$ cat config.mk
export PLATFORM = sky130hd
export DESIGN_NAME = table_driven_fsm_with_event_queue
export DESIGN_NICKNAME = d
export VERILOG_FILES = /design/src/hdl/tdfsm_pkg.sv /design/src/hdl/tdfsm_ram.sv /design/src/hdl/table_driven_fsm_with_event_queue.sv
export SDC_FILE = /design/constraint.sdc
export NUM_CORES = 1
export LEC_CHECK = 0
export BUFFER_PORTS_ARGS = -buffer_cell sky130_fd_sc_hd__buf_2
export CAP_MARGIN = 30
export CORE_UTILIZATION = 60
export CTS_CLUSTER_DIAMETER = 120
export CTS_CLUSTER_SIZE = 14
export DETAILED_ROUTE_END_ITERATION = 10
export PLACE_DENSITY = 0.78
export SYNTH_ARGS = -nofsm -noshare
export SYNTH_HDL_FRONTEND = slang
export SYNTH_SLANG_ARGS = --single-unit
$ cat constraint.sdc
create_clock -name clk_i -period 5.85 [get_ports clk_i]
set_input_delay 0.2925 -clock clk_i [delete_from_list [all_inputs] [get_ports clk_i]]
set_output_delay 0.2925 -clock clk_i [all_outputs]
set_load 0.05 [all_outputs]
$ cat src/hdl/tdfsm_pkg.sv
// Shared types and codes of the table-driven state machine engine.
// Used by the top level and by its checker; depends on nothing.
package tdfsm_pkg;

  localparam int STATE_W = 4;
  localparam int EVENT_W = 4;
  localparam int ENTRY_W = 2 * STATE_W + EVENT_W;

  // Request types
  typedef enum logic [1:0] {
    REQ_ADD      = 2'd0,
    REQ_POST     = 2'd1,
    REQ_DISPATCH = 2'd2,
    REQ_APPLY    = 2'd3
  } req_e;

  // Result status codes
  typedef enum logic [2:0] {
    ST_OK       = 3'd0,
    ST_QFULL    = 3'd1,
    ST_QEMPTY   = 3'd2,
    ST_TFULL    = 3'd3,
    ST_REQUEUED = 3'd4,
    ST_DROPPED  = 3'd5
  } status_e;

  // Sequencer states
  typedef enum logic [1:0] {
    S_IDLE = 2'd0,
    S_RING = 2'd1,
    S_SCAN = 2'd2
  } fsm_e;

  // Configuration register indexes (word address)
  localparam logic [1:0] REG_INIT  = 2'd0;
  localparam logic [1:0] REG_FLUSH = 2'd1;
  localparam logic [1:0] REG_ENTRY = 2'd2;
  localparam logic [1:0] REG_EXIT  = 2'd3;

endpackage

$ cat src/hdl/tdfsm_ram.sv
// Generic single-write, single-read synchronous RAM with registered read data.
// Depends on nothing; used for the transition table and the event ring.
module tdfsm_ram #(
  parameter int WIDTH = 8,
  parameter int DEPTH = 16
) (
  input  logic                                       clk_i,
  input  logic                                       we_i,
  input  logic [((DEPTH > 1) ? $clog2(DEPTH) : 1)-1:0] waddr_i,
  input  logic [WIDTH-1:0]                           wdata_i,
  input  logic [((DEPTH > 1) ? $clog2(DEPTH) : 1)-1:0] raddr_i,
  output logic [WIDTH-1:0]                           rdata_o
);

  logic [WIDTH-1:0] mem [DEPTH];
  logic [WIDTH-1:0] rdata_q;

  // Write port and registered read port
  always_ff @(posedge clk_i) begin
    if (we_i) begin
      mem[waddr_i] <= wdata_i;
    end
    rdata_q <= mem[raddr_i];
  end

  assign rdata_o = rdata_q;

endmodule

$ cat src/hdl/table_driven_fsm_with_event_queue.sv
// Top level of the table-driven state machine engine with a pending-event ring.
// Depends on tdfsm_pkg and tdfsm_ram (transition table and event ring memories).
//
// A request is taken when start is high and busy is low; its one result shows on
// the result ports for a single cycle with done_o high and cannot be held off.
// Adding a transition, posting an event and dispatching from an empty ring give
// their result in the cycle after the request, with busy staying low. Applying an
// event scans the loaded transitions one per cycle through the table memory's
// read port, examining from 1 up to NUM_TRANSITIONS entries until one matches;
// with an empty table its result comes in the cycle after the request. A dispatch
// first reads its event from the ring memory, then scans the same way.
module table_driven_fsm_with_event_queue
  import tdfsm_pkg::*;
#(
  parameter int NUM_TRANSITIONS = 32,
  parameter int QUEUE_DEPTH     = 16
) (
  input  logic         clk_i,
  input  logic         rst_ni,
  // request channel
  input  logic         start,
  output logic         busy,
  input  logic [1:0]   req_type_i,
  input  logic [3:0]   from_state_i,
  input  logic [3:0]   event_code_i,
  input  logic [3:0]   to_state_i,
  // result channel
  output logic         done_o,
  output logic [2:0]   status_o,
  output logic [3:0]   current_state_o,
  output logic [3:0]   handled_event_o,
  output logic         transitioned_o,
  output logic         exit_fire_o,
  output logic [3:0]   exited_state_o,
  output logic         entry_fire_o,
  output logic [3:0]   entered_state_o,
  output logic [3:0]   queue_count_o,
  // configuration port
  input  logic         psel,
  input  logic         penable,
  input  logic         pwrite,
  input  logic [3:0]   paddr,
  input  logic [31:0]  pwdata,
  output logic [31:0]  prdata,
  output logic         pready
);

  localparam int TAW = (NUM_TRANSITIONS > 1) ? $clog2(NUM_TRANSITIONS) : 1;
  localparam int TCW = $clog2(NUM_TRANSITIONS + 1);
  localparam int QAW = (QUEUE_DEPTH > 1) ? $clog2(QUEUE_DEPTH) : 1;
  localparam logic [QAW:0]   QD_W   = (QAW + 1)'(QUEUE_DEPTH);
  localparam logic [QAW-1:0] Q_LAST = QAW'(QUEUE_DEPTH - 1);
  localparam logic [TCW-1:0] T_FULL = TCW'(NUM_TRANSITIONS);

  // Configuration registers
  logic [STATE_W-1:0] init_q;
  logic               flush_q;
  logic [15:0]        entry_mask_q;
  logic [15:0]        exit_mask_q;
  logic               cfg_we;
  logic [1:0]         cfg_idx;

  // Engine state
  fsm_e               state_q, state_d;
  logic [STATE_W-1:0] active_q, active_d;
  logic [TCW-1:0]     tcount_q, tcount_d;
  logic [TCW-1:0]     idx_q, idx_d;
  logic [QAW-1:0]     wr_q, wr_d;
  logic [QAW-1:0]     rd_q, rd_d;
  logic [EVENT_W-1:0] ev_q, ev_d;
  logic [EVENT_W-1:0] cur_ev;
  logic               scan_go;
  logic               unmatched;

  // Memory ports
  logic               tbl_we;
  logic [TAW-1:0]     tbl_waddr, tbl_raddr;
  logic [ENTRY_W-1:0] tbl_wdata, tbl_rdata;
  logic               ring_we;
  logic [QAW-1:0]     ring_waddr, ring_raddr;
  logic [EVENT_W-1:0] ring_wdata, ring_rdata;

  // Table entry fields
  logic [STATE_W-1:0] ent_from, ent_to;
  logic [EVENT_W-1:0] ent_ev;

  // Ring occupancy
  logic [QAW-1:0]     ring_cnt;
  logic               ring_full;

  // Result staging and output registers
  logic               res_valid;
  status_e            res_status;
  logic [EVENT_W-1:0] res_event;
  logic               res_trans, res_exit, res_entry;
  logic [STATE_W-1:0] res_exited, res_entered;
  logic               done_q;
  status_e            status_q;
  logic [STATE_W-1:0] cur_state_q, exited_q, entered_q;
  logic [EVENT_W-1:0] handled_q;
  logic               trans_q, exit_q, entry_q;
  logic [3:0]         qcount_q;

  function automatic logic [QAW-1:0] ring_next(input logic [QAW-1:0] i);
    ring_next = (i == Q_LAST) ? '0 : i + 1'b1;
  endfunction

  function automatic logic [QAW-1:0] ring_count(input logic [QAW-1:0] w,
                                                input logic [QAW-1:0] r);
    if (w >= r) begin
      ring_count = w - r;
    end else begin
      ring_count = QAW'(QD_W - {1'b0, r} + {1'b0, w});
    end
  endfunction

  // Memories
  tdfsm_ram #(.WIDTH(ENTRY_W), .DEPTH(NUM_TRANSITIONS)) u_table (
    .clk_i   (clk_i),
    .we_i    (tbl_we),
    .waddr_i (tbl_waddr),
    .wdata_i (tbl_wdata),
    .raddr_i (tbl_raddr),
    .rdata_o (tbl_rdata)
  );

  tdfsm_ram #(.WIDTH(EVENT_W), .DEPTH(QUEUE_DEPTH)) u_ring (
    .clk_i   (clk_i),
    .we_i    (ring_we),
    .waddr_i (ring_waddr),
    .wdata_i (ring_wdata),
    .raddr_i (ring_raddr),
    .rdata_o (ring_rdata)
  );

  assign ent_from = tbl_rdata[ENTRY_W-1 -: STATE_W];
  assign ent_ev   = tbl_rdata[STATE_W +: EVENT_W];
  assign ent_to   = tbl_rdata[STATE_W-1:0];

  assign ring_cnt  = ring_count(wr_q, rd_q);
  assign ring_full = (ring_cnt == Q_LAST);

  // Configuration port
  assign pready  = 1'b1;
  assign cfg_we  = psel && penable && pwrite;
  assign cfg_idx = paddr[3:2];

  always_comb begin
    case (cfg_idx)
      REG_INIT:  prdata = 32'(init_q);
      REG_FLUSH: prdata = 32'(flush_q);
      REG_ENTRY: prdata = 32'(entry_mask_q);
      REG_EXIT:  prdata = 32'(exit_mask_q);
      default:   prdata = '0;
    endcase
  end

  always_ff @(posedge clk_i or negedge rst_ni) begin
    if (!rst_ni) begin
      init_q       <= '0;
      flush_q      <= 1'b0;
      entry_mask_q <= '0;
      exit_mask_q  <= '0;
    end else if (cfg_we) begin
      case (cfg_idx)
        REG_INIT:  init_q       <= pwdata[STATE_W-1:0];
        REG_FLUSH: flush_q      <= pwdata[0];
        REG_ENTRY: entry_mask_q <= pwdata[15:0];
        REG_EXIT:  exit_mask_q  <= pwdata[15:0];
        default:   ;
      endcase
    end
  end

  // Sequencer: request decode, table scan, requeue
  always_comb begin
    state_d     = state_q;
    active_d    = active_q;
    tcount_d    = tcount_q;
    idx_d       = idx_q;
    wr_d        = wr_q;
    rd_d        = rd_q;
    cur_ev      = ev_q;
    scan_go     = 1'b0;
    unmatched   = 1'b0;
    tbl_we      = 1'b0;
    tbl_waddr   = tcount_q[TAW-1:0];
    tbl_wdata   = {from_state_i, event_code_i, to_state_i};
    tbl_raddr   = '0;
    ring_we     = 1'b0;
    ring_waddr  = wr_q;
    ring_wdata  = event_code_i;
    ring_raddr  = rd_q;
    res_valid   = 1'b0;
    res_status  = ST_OK;
    res_event   = '0;
    res_trans   = 1'b0;
    res_exit    = 1'b0;
    res_exited  = '0;
    res_entry   = 1'b0;
    res_entered = '0;

    // writing the initial state also moves the machine there
    if (cfg_we && cfg_idx == REG_INIT) begin
      active_d = pwdata[STATE_W-1:0];
    end

    case (state_q)
      S_IDLE: begin
        if (start) begin
          case (req_e'(req_type_i))
            REQ_ADD: begin
              res_valid = 1'b1;
              if (tcount_q == T_FULL) begin
                res_status = ST_TFULL;
              end else begin
                tbl_we   = 1'b1;
                tcount_d = tcount_q + 1'b1;
              end
            end
            REQ_POST: begin
              res_valid = 1'b1;
              if (ring_full) begin
                res_status = ST_QFULL;
              end else begin
                ring_we = 1'b1;
                wr_d    = ring_next(wr_q);
              end
            end
            REQ_DISPATCH: begin
              if (ring_cnt == '0) begin
                res_valid  = 1'b1;
                res_status = ST_QEMPTY;
              end else begin
                rd_d    = ring_next(rd_q);
                state_d = S_RING;
              end
            end
            REQ_APPLY: begin
              cur_ev  = event_code_i;
              scan_go = 1'b1;
            end
            default: ;
          endcase
        end
      end
      S_RING: begin
        cur_ev  = ring_rdata;
        scan_go = 1'b1;
      end
      S_SCAN: begin
        if (ent_from == active_q && ent_ev == ev_q) begin
          res_valid   = 1'b1;
          res_event   = ev_q;
          res_trans   = (ent_to != ent_from);
          res_exit    = exit_mask_q[ent_from];
          res_exited  = ent_from;
          res_entry   = entry_mask_q[ent_to];
          res_entered = ent_to;
          active_d    = ent_to;
          state_d     = S_IDLE;
        end else if (idx_q + 1'b1 == tcount_q) begin
          unmatched = 1'b1;
        end else begin
          idx_d     = idx_q + 1'b1;
          tbl_raddr = idx_d[TAW-1:0];
        end
      end
      default: state_d = S_IDLE;
    endcase

    // start a scan from the first entry
    if (scan_go) begin
      if (tcount_q == '0) begin
        unmatched = 1'b1;
      end else begin
        idx_d     = '0;
        tbl_raddr = '0;
        state_d   = S_SCAN;
      end
    end

    // no entry matched: drop or put back on the ring
    if (unmatched) begin
      res_valid = 1'b1;
      res_event = cur_ev;
      state_d   = S_IDLE;
      if (flush_q) begin
        res_status = ST_DROPPED;
      end else if (ring_full) begin
        res_status = ST_QFULL;
      end else begin
        ring_we    = 1'b1;
        ring_wdata = cur_ev;
        wr_d       = ring_next(wr_q);
        res_status = ST_REQUEUED;
      end
    end

    ev_d = cur_ev;
  end

  // Control state
  always_ff @(posedge clk_i or negedge rst_ni) begin
    if (!rst_ni) begin
      state_q  <= S_IDLE;
      active_q <= '0;
      tcount_q <= '0;
      wr_q     <= '0;
      rd_q     <= '0;
      done_q   <= 1'b0;
    end else begin
      state_q  <= state_d;
      active_q <= active_d;
      tcount_q <= tcount_d;
      wr_q     <= wr_d;
      rd_q     <= rd_d;
      done_q   <= res_valid;
    end
  end

  // Scan position, event under work and result payload
  always_ff @(posedge clk_i) begin
    idx_q <= idx_d;
    ev_q  <= ev_d;
    if (res_valid) begin
      status_q    <= res_status;
      cur_state_q <= active_d;
      handled_q   <= res_event;
      trans_q     <= res_trans;
      exit_q      <= res_exit;
      exited_q    <= res_exited;
      entry_q     <= res_entry;
      entered_q   <= res_entered;
      qcount_q    <= 4'(ring_count(wr_d, rd_d));
    end
  end

  assign busy            = (state_q != S_IDLE);
  assign done_o          = done_q;
  assign status_o        = status_q;
  assign current_state_o = cur_state_q;
  assign handled_event_o = handled_q;
  assign transitioned_o  = trans_q;
  assign exit_fire_o     = exit_q;
  assign exited_state_o  = exited_q;
  assign entry_fire_o    = entry_q;
  assign entered_state_o = entered_q;
  assign queue_count_o   = qcount_q;

endmodule

==> run metrics, run 1 <==
largest family of logic cells by synthesized area=multiplexers; vias in the first global route=12,600; I/O Pins=117; worst slew pin tran=1.02 ns; routed len/inst=24.8 um; clk_skew=0.0197 ns; Clock Power Share=21.7%; top cell type's share of synthesized area=61.2%; slew margin rel.=32.3%; P_sw=4440 uW; most frequent cells in the layout=474 x edfxtp_1, 126 x mux2i_1, 81 x buf_2, 77 x nor2_1, 70 x mux4_2; clk root buf=clkbuf_16; largest net degree at the start of global routing=59; synth top area cells=edfxtp_1 61%, mux4_2 6.8%, dfrtp_1 6.2%; die area=39,600 um^2; CTS tree=done; Post-synth EDFFs=474; clk slew on worst S/H paths=0.07 ns; floorplan row count=71; Worst EP required=6.26 ns; layout cells sized above 1=21.9%; final setup vio count=0; final RePlAce weighted congestion=0.824; pwr dens=486 nW/um^2; Final Hold Vio Count=0; max capacitance violation total=0; Final Core Density=67.8%; post-route ant nets=0; status=complete, no violations; vias per cell=6.23; Synth Area in Compound Gates=5.21%; first-pass detailed-route iteration total=5; commonest non-fill, non-tap cell in the layout=edfxtp_1; H-Tree Depth=2; YS warnings=0; fmax=232 MHz; period utilization=73.7%; Yosys reg bits=558; peak supply drop=347 uV; register share of total power=40.9%; critical path class=reg2reg; min Tclk post-route=4.31 ns; DRC Markers=0; crit path DAT=4.73 ns; CORE AREA=37,900 um^2; fin nets=1,553; Pins Over Slew Limit=0; Switching Fraction=35.6%; Yosys top cell by area=edfxtp_1; drt total wl=50,000 um; Setup TNS Final=0 ns; Initial Utilization=61.3%; via count=12,600; Top FF cell, synth=edfxtp_1; number of port buffers=81; RSZ-0062 raised after global routing=no; Async SR Flop Fraction=10.4%; CTS buffer count=45; post-CTS setup buffers=0; CTS sink cnt=558; Longest Clk Path Bufs=3; Leak Pwr=0.00879 uW; Crit. End Element=flip-flop; diode count=0; die height=199 um; Synth Area in Adders=1.09%; Final HPWL DP=31,600 um; crit-path max FO=35; post-placement setup slack=1.55 ns; Worst Slack Setup Final=1.54 ns; later-pin clock latency in the skew report=0.57 ns; synthesized cell area=23,300 um^2; die extent in x=199 um; Synth Instances=1,357; total grt overflow=0; global-route wire length before repair=75,200 um; XOR/XNOR Fraction of Synth Area=1.27%; Hold Buf Count CTS=13; simple-gate share of the synthesized area=5.13%; post-synthesis mux area share=15.1%; Internal Power=8050 uW; register area share after synthesis=69.7%; CP startpoint kind=flip-flop; post-synth cell types=79; Hold WC Path Type=in2reg; Tot GR Track Use=26.1%; Post-Syn Area per Cell=17.1 um^2; initial antenna violation count=0; logic gate share of total power=37.4%; 1st-iter DRT viols=1,155; Post-CTS Resized=0; area growth from synthesis to layout=10.5%
## layout make-up
class	count	area, um^2
clock buffers	72	1230
clock inverters	1	3.75
fillers	2433	12200
inverters	21	78.8
multi-input cells	707	6540
flip-flops and latches	558	16200
well taps	511	639
repair buffers	145	1020
## stage by stage
step	power [uW]	hold slack [ns]	std cells	cell area (um^2)
2_1_floorplan	8600	-0.00309	1372	23300
3_3_place_gp	9660	0.489	1910	24100
3_5_place_dp	9780	0.496	1928	24300
4_1_cts	12500	0.00839	2014	25700
5_1_grt	13000	0.0251	2015	25700
6_report	12500	0.0330	2015	25700
## critical path: stages (launching register included)
cell and delay, ns:
dfxtp_1 0.54, ha_1 0.33, xor2_1 0.16, a211oi_1 0.25, o211a_4 0.28, nand3_1 0.11
ha_1 0.26, nand2_4 0.58, buf_4 0.36, mux4_2 0.53, o2bb2ai_1 0.15, a2111oi_2 0.49
a21oi_1 0.08
## cell families after synthesis
kind of cell	after synthesis
compound gates	152
other cells	2
mux	250
xor+xnor	33
flops	558
buf+inv	107
simple gates	236
fa+ha+maj	19
## layer usage
layer / part of all wire, % / global-route usage (%) / up-vias
met1: 40 / 35.8 / 6415
met5: 0 / 0 / -
met3: 7.0 / 3.88 / 110
li1: - / - / 5507
met2: 50 / 42.9 / 523
met4: 3.2 / 9.26 / 0
## worst paths after layout
path,start,endpoint,slack [ns],cells past startpoint
setup reg to reg,idx_q[0],u_table.rdata_o[1],1.54,12
max in group asynchronous,rst_ni,done_o,4.88,3
setup / recovery,idx_q[0],u_table.rdata_o[1],1.54,12
hold reg to reg,init_q[1],init_q[1],0.51,1
min in group asynchronous,rst_ni,entry_mask_q[4],0.44,3
hold / removal,pwdata[3],entry_mask_q[3],0.03,2
## cell usage after synthesis, drive strengths merged, types with 4 or more instances
cell and count:
nand3 13, or3 8, buf 51, nand4 4, edfxtp 474, xor2 13
a21o 4, inv 20, ha 17, a2111oi 7, nor2b 20, mux4 74
dfrtp 58, dfxtp 26, xnor2 20, a211oi 10, nand3b 5, and3 8
o22ai 19, a21oi 17, a22oi 17, nand2b 4, mux2 50, a22o 10
o21ai 21, o21bai 9, or2 4, o2bb2ai 4, nor3 14, and2 15
a31oi 13, nor2 78, mux2i 126, clkbuf 35, a311oi 5, nand2 50
nor3b 7
## sequential cells by signal, indices dropped and copies added (netlist names), 2 cells and up
signal / flops
entry_mask_q: 16
init_q: 4
current_state_o: 4
entered_state_o: 4
u_ring.rdata_o: 4
rd_q: 4
u_ring.mem: 64
state_q: 2
exit_mask_q: 16
status_o: 3
ev_q: 4
idx_q: 6
u_table.rdata_o: 12
handled_event_o: 4
ring_waddr: 4
queue_count_o: 4
tcount_q: 6
exited_state_o: 4
u_table.mem: 384
active_q: 4
## power groups by stage
stage / Clock, uW / Sequential, uW / Combinational, uW
floorplan: 0 / 5200 / 3410
global placement: 0 / 5160 / 4490
detailed placement: 0 / 5180 / 4600
CTS: 2750 / 5100 / 4640
global route: 2880 / 5140 / 4990
finish: 2710 / 5100 / 4670
Note: power is estimated with default switching activity, not from simulation.
==> run 2, diff against run 1 <==
- clock period: 5.85 -> 4.1 ns (I/O delays scaled with it)
==> run 2 against run 1 <==
  * Total power up 45%
  * Core utilization up 0.65 points
  * Via count up 0.36%
  * Sequential share of layout area down 0.60 points
  * Count of clock-buffer cells in the layout up 10
  * Maximum frequency up 14%
==> run metrics, run 2 (synthesized netlist as in run 1, its figures left out) <==
status=complete, no violations (unchanged); Longest Clk Path Bufs=3 (unchanged); CORE AREA=37,900 um^2 (unchanged); CP max stage cell=mux4_2 (was nand2_4); Crit path top cell by count=ha_1 (unchanged); CP top delay family=compound AO/OA/AOI/OAI gates (unchanged); via count=12,600 (about the same); slew margin rel.=45.6% (was 32.3%); Leak Pwr=0.00894 uW (was 0.00879 uW); Hold Slack=0.0295 ns (was 0.0330 ns); clk_skew=0.0140 ns (was 0.0197 ns); critical path class=reg2reg (unchanged); first-pass detailed-route iteration total=5 (unchanged); CTS tree=done (unchanged); most frequent cells in the layout=474 x edfxtp_1, 126 x mux2i_1, 81 x buf_2, 77 x nor2_1, 70 x mux4_2 (unchanged); fmax=264 MHz (was 232 MHz); period utilization=92.3% (was 73.7%); crit-path max FO=13 (was 35); DRC Markers=0 (unchanged); CTS buffer count=45 (unchanged); Hold Buf Count CTS=18 (was 13); die height=199 um (unchanged); Hold WC Path Type=in2reg (unchanged); Final Hold Vio Count=0 (unchanged); Total Power=18,100 uW (was 12,500 uW); min Tclk post-route=3.78 ns (was 4.31 ns); routed len/inst=24.5 um (was 24.8 um); layout cells sized above 1=22.9% (was 21.9%); Finished Layout Cells=2,049 (was 2,015); global-route wire length before repair=75,400 um (was 75,200 um); clk root buf=clkbuf_16 (unchanged); drt total wl=50,200 um (was 50,000 um); WP buf/inv=1 (unchanged); later-pin clock latency in the skew report=0.57 ns (about the same); Initial Utilization=61.3% (unchanged); largest net degree at the start of global routing=71 (was 59); RSZ-0062 raised after global routing=no (unchanged); crit path DAT=4.22 ns (was 4.73 ns); Top reg by flops=u_table.mem (unchanged); pwr dens=697 nW/um^2 (was 486 nW/um^2); number of port buffers=81 (unchanged); floorplan row count=71 (unchanged); crit path cell chain=ha_1 > o31ai_1 > a21oi_2 > nand3_1 > ha_1 > nand2_4 > buf_4 > mux4_2 > a22oi_1 > and4_1 > a21oi_1 (was ha_1 > xor2_1 > a211oi_1 > o211a_4 > nand3_1 > ha_1 > nand2_4 > buf_4 > mux4_2 > o2bb2ai_1 > a2111oi_2 > a21oi_1); Tot GR Track Use=26.0% (was 26.1%); final instance area=26,000 um^2 (was 25,700 um^2); I/O Pins=117 (unchanged); post-route ant nets=0 (unchanged); Worst EP required=4.54 ns (was 6.26 ns); final RePlAce weighted congestion=0.855 (was 0.824); final setup vio count=0 (unchanged); worst slew pin tran=0.813 ns (was 1.02 ns); post-CTS setup buffers=0 (unchanged); Post-CTS Resized=0 (unchanged); H-Tree Depth=2 (unchanged); area of placed instances=24,400 um^2 (was 24,300 um^2); initial antenna violation count=0 (unchanged); clk slew on worst S/H paths=0.07 ns (about the same); vias per cell=6.15 (was 6.23); total of fill cells in the finished design=2,398 (was 2,433); 1st-iter DRT viols=1,028 (was 1,155); biggest regs=u_table.mem (384), u_ring.mem (64) (unchanged); die extent in x=199 um (unchanged); diode count=0 (unchanged); Pins Over Slew Limit=0 (unchanged); area growth from synthesis to layout=11.6% (was 10.5%); vias in the first global route=12,600 (about the same); total grt overflow=0 (unchanged); peak supply drop=410 uV (was 347 uV); Setup TNS Final=0 ns (unchanged); fin nets=1,577 (was 1,553); number of flip-flops in the largest register=384 (unchanged); commonest non-fill, non-tap cell in the layout=edfxtp_1 (unchanged); slowest cell delay on critical path=0.54 ns (was 0.58 ns); CTS sink cnt=558 (unchanged); max capacitance violation total=0 (unchanged); Crit. End Element=flip-flop (unchanged); CP startpoint kind=flip-flop (unchanged); die area=39,600 um^2 (unchanged); Final HPWL DP=32,000 um (was 31,600 um); Inst Count DP=1,947 (was 1,928)
## run 2: changes by cell type in the layout (fill, tap and decap cells not counted), sizes merged
cell and delta:
clkinv -1, buf +18, dlygate4sd3 +5, clkbuf +11, inv +1
## run 2: worst paths after layout
path | from | to | slack [ns] | cells after the start
min in group asynchronous | rst_ni | exit_mask_q[6] | 0.33 | 3
worst min register to register | init_q[2] | init_q[2] | 0.51 | 1
max in group asynchronous | rst_ni | ring_waddr[0] | 3.24 | 3
worst max register to register | idx_q[0] | u_table.rdata_o[8] | 0.32 | 11
worst min-delay path | req_type_i[1] | state_q[0] | 0.03 | 3
worst max-delay path | idx_q[0] | u_table.rdata_o[8] | 0.32 | 11
## run 2: layout make-up
| type | instances | area (um^2) | area share (%) |
|---|---|---|---|
| flip-flops and latches | 558 | 16200 | 62.4 |
| multi-input cells | 707 | 6540 | 25.2 |
| clock buffers | 82 | 1320 | 5.08 |
| repair buffers | 169 | 1170 | 4.49 |
| well taps | 511 | 639 | 2.46 |
| inverters | 21 | 78.8 | 0.304 |
| clock inverters | 1 | 8.76 | 0.0337 |
## run 2: through the flow
stage               utilization (%)  worst slack, ns
finish                         68.4            0.317
global route                   68.4            0.117
CTS                            68.4            0.329
detailed placement             64.4            0.365
global placement               64.4            0.462
floorplan                         -           0.0524
## run 2: power breakdown
part           leakage (uW)  internal, uW  switching (uW)
logic               0.00310          2820            4010
registers           0.00521          6720             481
clock network      0.000631          2160            1880
## run 2: per-layer routing
metal | up-vias | wire [um] | global-route usage [%]
met5 | - | 0 | 0
met4 | 0 | 1620 | 10.1
met3 | 101 | 3710 | 4.20
met2 | 506 | 24000 | 41.0
met1 | 6447 | 20800 | 36.8
li1 | 5546 | - | -
## run 2: worst min-delay path: stages
cell	delay, ns
buf_2	0.14
inv_1	0.10
a311oi_2	0.10
==> run 3, diff against run 2 <==
- RECOVER_POWER: unset -> 50
==> run 3 against run 2 <==
  * The run now ends with max-capacitance violations, max-slew violations left
  * Register-to-register slack worse by 0.16 ns
  * Wire length is 0.18% lower
  * Core utilization shrank 0.33 points
  * Cell area fell by 0.48%
  * Critical path depth down 5
  * Clock skew grew 0.00055 ns
  * Via count about the same
  * Flip-flop and latch count did not move
  * Critical endpoint is now u_table.mem[11][6]
==> run metrics, run 3 (synthesized netlist as in run 1, its figures left out) <==
status=complete, but fails checks (was complete, no violations); failing checks=max-capacitance violations, max-slew violations; Hold Path Origin=req_type_i[1] (unchanged); Final HPWL DP=32,000 um (unchanged); Pins Over Slew Limit=413 (was 0); clk root buf=clkbuf_16 (unchanged); WHS Path Cells=3 (unchanged); Initial Utilization=61.3% (unchanged); DRC Markers=0 (unchanged); clk slew on worst S/H paths=0.06 ns (was 0.07 ns); CP max stage cell=nor3b_1 (was mux4_2); crit path cell chain=or2_0 > or3_1 > nor3b_1 > nand2_1 > nor2_1 > buf_4 (was ha_1 > o31ai_1 > a21oi_2 > nand3_1 > ha_1 > nand2_4 > buf_4 > mux4_2 > a22oi_1 > and4_1 > a21oi_1); peak supply drop=411 uV (was 410 uV); CTS sink cnt=558 (unchanged); critical path class=reg2reg (unchanged); Post-CTS Resized=0 (unchanged); Worst EP required=4.38 ns (was 4.54 ns); drt total wl=50,100 um (was 50,200 um); vias in the first global route=12,600 (unchanged); routed len/inst=24.4 um (was 24.5 um); Leak Pwr=0.00872 uW (was 0.00894 uW); biggest regs=u_table.mem (384), u_ring.mem (64) (unchanged); I/O Pins=117 (unchanged); min Tclk post-route=3.94 ns (was 3.78 ns); CP top delay family=simple AND/OR/NAND/NOR gates (was compound AO/OA/AOI/OAI gates); clk_skew=0.0145 ns (was 0.0140 ns); later-pin clock latency in the skew report=0.57 ns (about the same); final setup vio count=0 (unchanged); CTS tree=done (unchanged); R2R Path End=u_table.mem[11][6] (was u_table.rdata_o[8]); final RePlAce weighted congestion=0.855 (unchanged); via count=12,600 (about the same); total grt overflow=0 (unchanged); die extent in x=199 um (unchanged); Longest Clk Path Bufs=3 (unchanged); global-route wire length before repair=75,400 um (unchanged); crit path DAT=4.22 ns (about the same); Hold Path Sink=state_q[0] (unchanged); slew margin rel.=-120% (was 45.6%); period utilization=96.2% (was 92.3%); max capacitance violation total=14 (was 0); WP buf/inv=1 (unchanged); commonest non-fill, non-tap cell in the layout=edfxtp_1 (unchanged); crit-path max FO=11 (was 13); H-Tree Depth=2 (unchanged); Setup TNS Final=0 ns (unchanged); floorplan row count=71 (unchanged); Final Hold Vio Count=0 (unchanged); Tot GR Track Use=26.0% (unchanged); FF-to-FF setup slack=0.16 ns (was 0.32 ns); RSZ-0062 raised after global routing=no (unchanged); first-pass detailed-route iteration total=5 (unchanged); number of flip-flops in the largest register=384 (unchanged); vias per cell=6.14 (was 6.15); Crit. End Element=flip-flop (unchanged); 1st-iter DRT viols=1,112 (was 1,028); CTS buffer count=45 (unchanged); fin nets=1,577 (unchanged); post-route ant nets=0 (unchanged); CORE AREA=37,900 um^2 (unchanged); post-CTS setup buffers=0 (unchanged); number of port buffers=81 (unchanged); fmax=254 MHz (was 264 MHz); layout cells sized above 1=18.3% (was 22.9%); Hold WC Path Type=in2reg (unchanged); most frequent cells in the layout=474 x edfxtp_1, 126 x mux2i_1, 99 x clkbuf_1, 77 x nor2_1, 70 x mux4_2 (was 474 x edfxtp_1, 126 x mux2i_1, 81 x buf_2, 77 x nor2_1, 70 x mux4_2); RR Startpoint=state_q[0] (was idx_q[0]); die area=39,600 um^2 (unchanged); initial antenna violation count=0 (unchanged); die height=199 um (unchanged); Top reg by flops=u_table.mem (unchanged); slowest cell delay on critical path=0.83 ns (was 0.54 ns); pwr dens=698 nW/um^2 (was 697 nW/um^2); Hold Slack=0.0236 ns (was 0.0295 ns); FF-to-FF path depth=6 (was 11); Hold Buf Count CTS=18 (unchanged); largest net degree at the start of global routing=71 (unchanged); area growth from synthesis to layout=11.0% (was 11.6%); worst slew pin tran=3.30 ns (was 0.813 ns); CP startpoint kind=flip-flop (unchanged)
==> run 3: worst max-delay path by stage <==
stage          startpoint  slack (ns)                 end  depth (start not counted)
6_report       state_q[0]        0.16  u_table.mem[11][6]                          6
2_1_floorplan     rd_q[1]        0.05    queue_count_o[3]                         16
4_1_cts          idx_q[0]        0.33  u_table.rdata_o[6]                         10
5_1_grt        state_q[0]        0.07  u_table.mem[11][5]                          6
3_5_place_dp     idx_q[0]        0.37  u_table.rdata_o[1]                         11
3_3_place_gp     idx_q[0]        0.46  u_table.rdata_o[9]                         12
==> run 3: area by class of cell <==
class                   instances  area [um^2]
flip-flops and latches        558        16200
clock inverters                 1         8.76
multi-input cells             707         6520
fillers                      2438        12100
inverters                      21         78.8
diodes                          1         2.50
repair buffers                169         1060
well taps                     511          639
clock buffers                  82         1320
==> run 3: routing by layer <==
| metal | routed length (um) | track usage (%) | vias to the layer above | share of wire, % |
|---|---|---|---|---|
| met5 | 0 | 0 | - | 0 |
| li1 | - | - | 5541 | - |
| met1 | 20300 | 36.8 | 6387 | 41 |
| met2 | 24000 | 41.0 | 556 | 48 |
| met3 | 4110 | 4.20 | 105 | 8.2 |
| met4 | 1650 | 10.1 | 0 | 3.3 |
==> run 3: where the power goes <==
group / total [uW] / leakage, uW / internal [uW] / switching, uW
clock network: 4040 / 0.000631 / 2160 / 1880
logic: 6780 / 0.00288 / 2760 / 4010
registers: 7210 / 0.00521 / 6730 / 481
==> run 3: per-stage QoR <==
stage | power (uW) | cells | util [%] | worst slack, ns | area (um^2)
2_1_floorplan | 12300 | 1372 | - | 0.0524 | 23300
3_3_place_gp | 13900 | 1947 | 64.4 | 0.462 | 24400
3_5_place_dp | 14000 | 1947 | 64.4 | 0.365 | 24400
4_1_cts | 18100 | 2048 | 68.4 | 0.329 | 25900
5_1_grt | 18700 | 2049 | 68.1 | 0.0719 | 25800
6_report | 18000 | 2050 | 68.1 | 0.157 | 25800
==> run 3: worst min-delay path: stages <==
cell and delay (ns):
buf_2 0.13, inv_1 0.10, a311oi_2 0.09
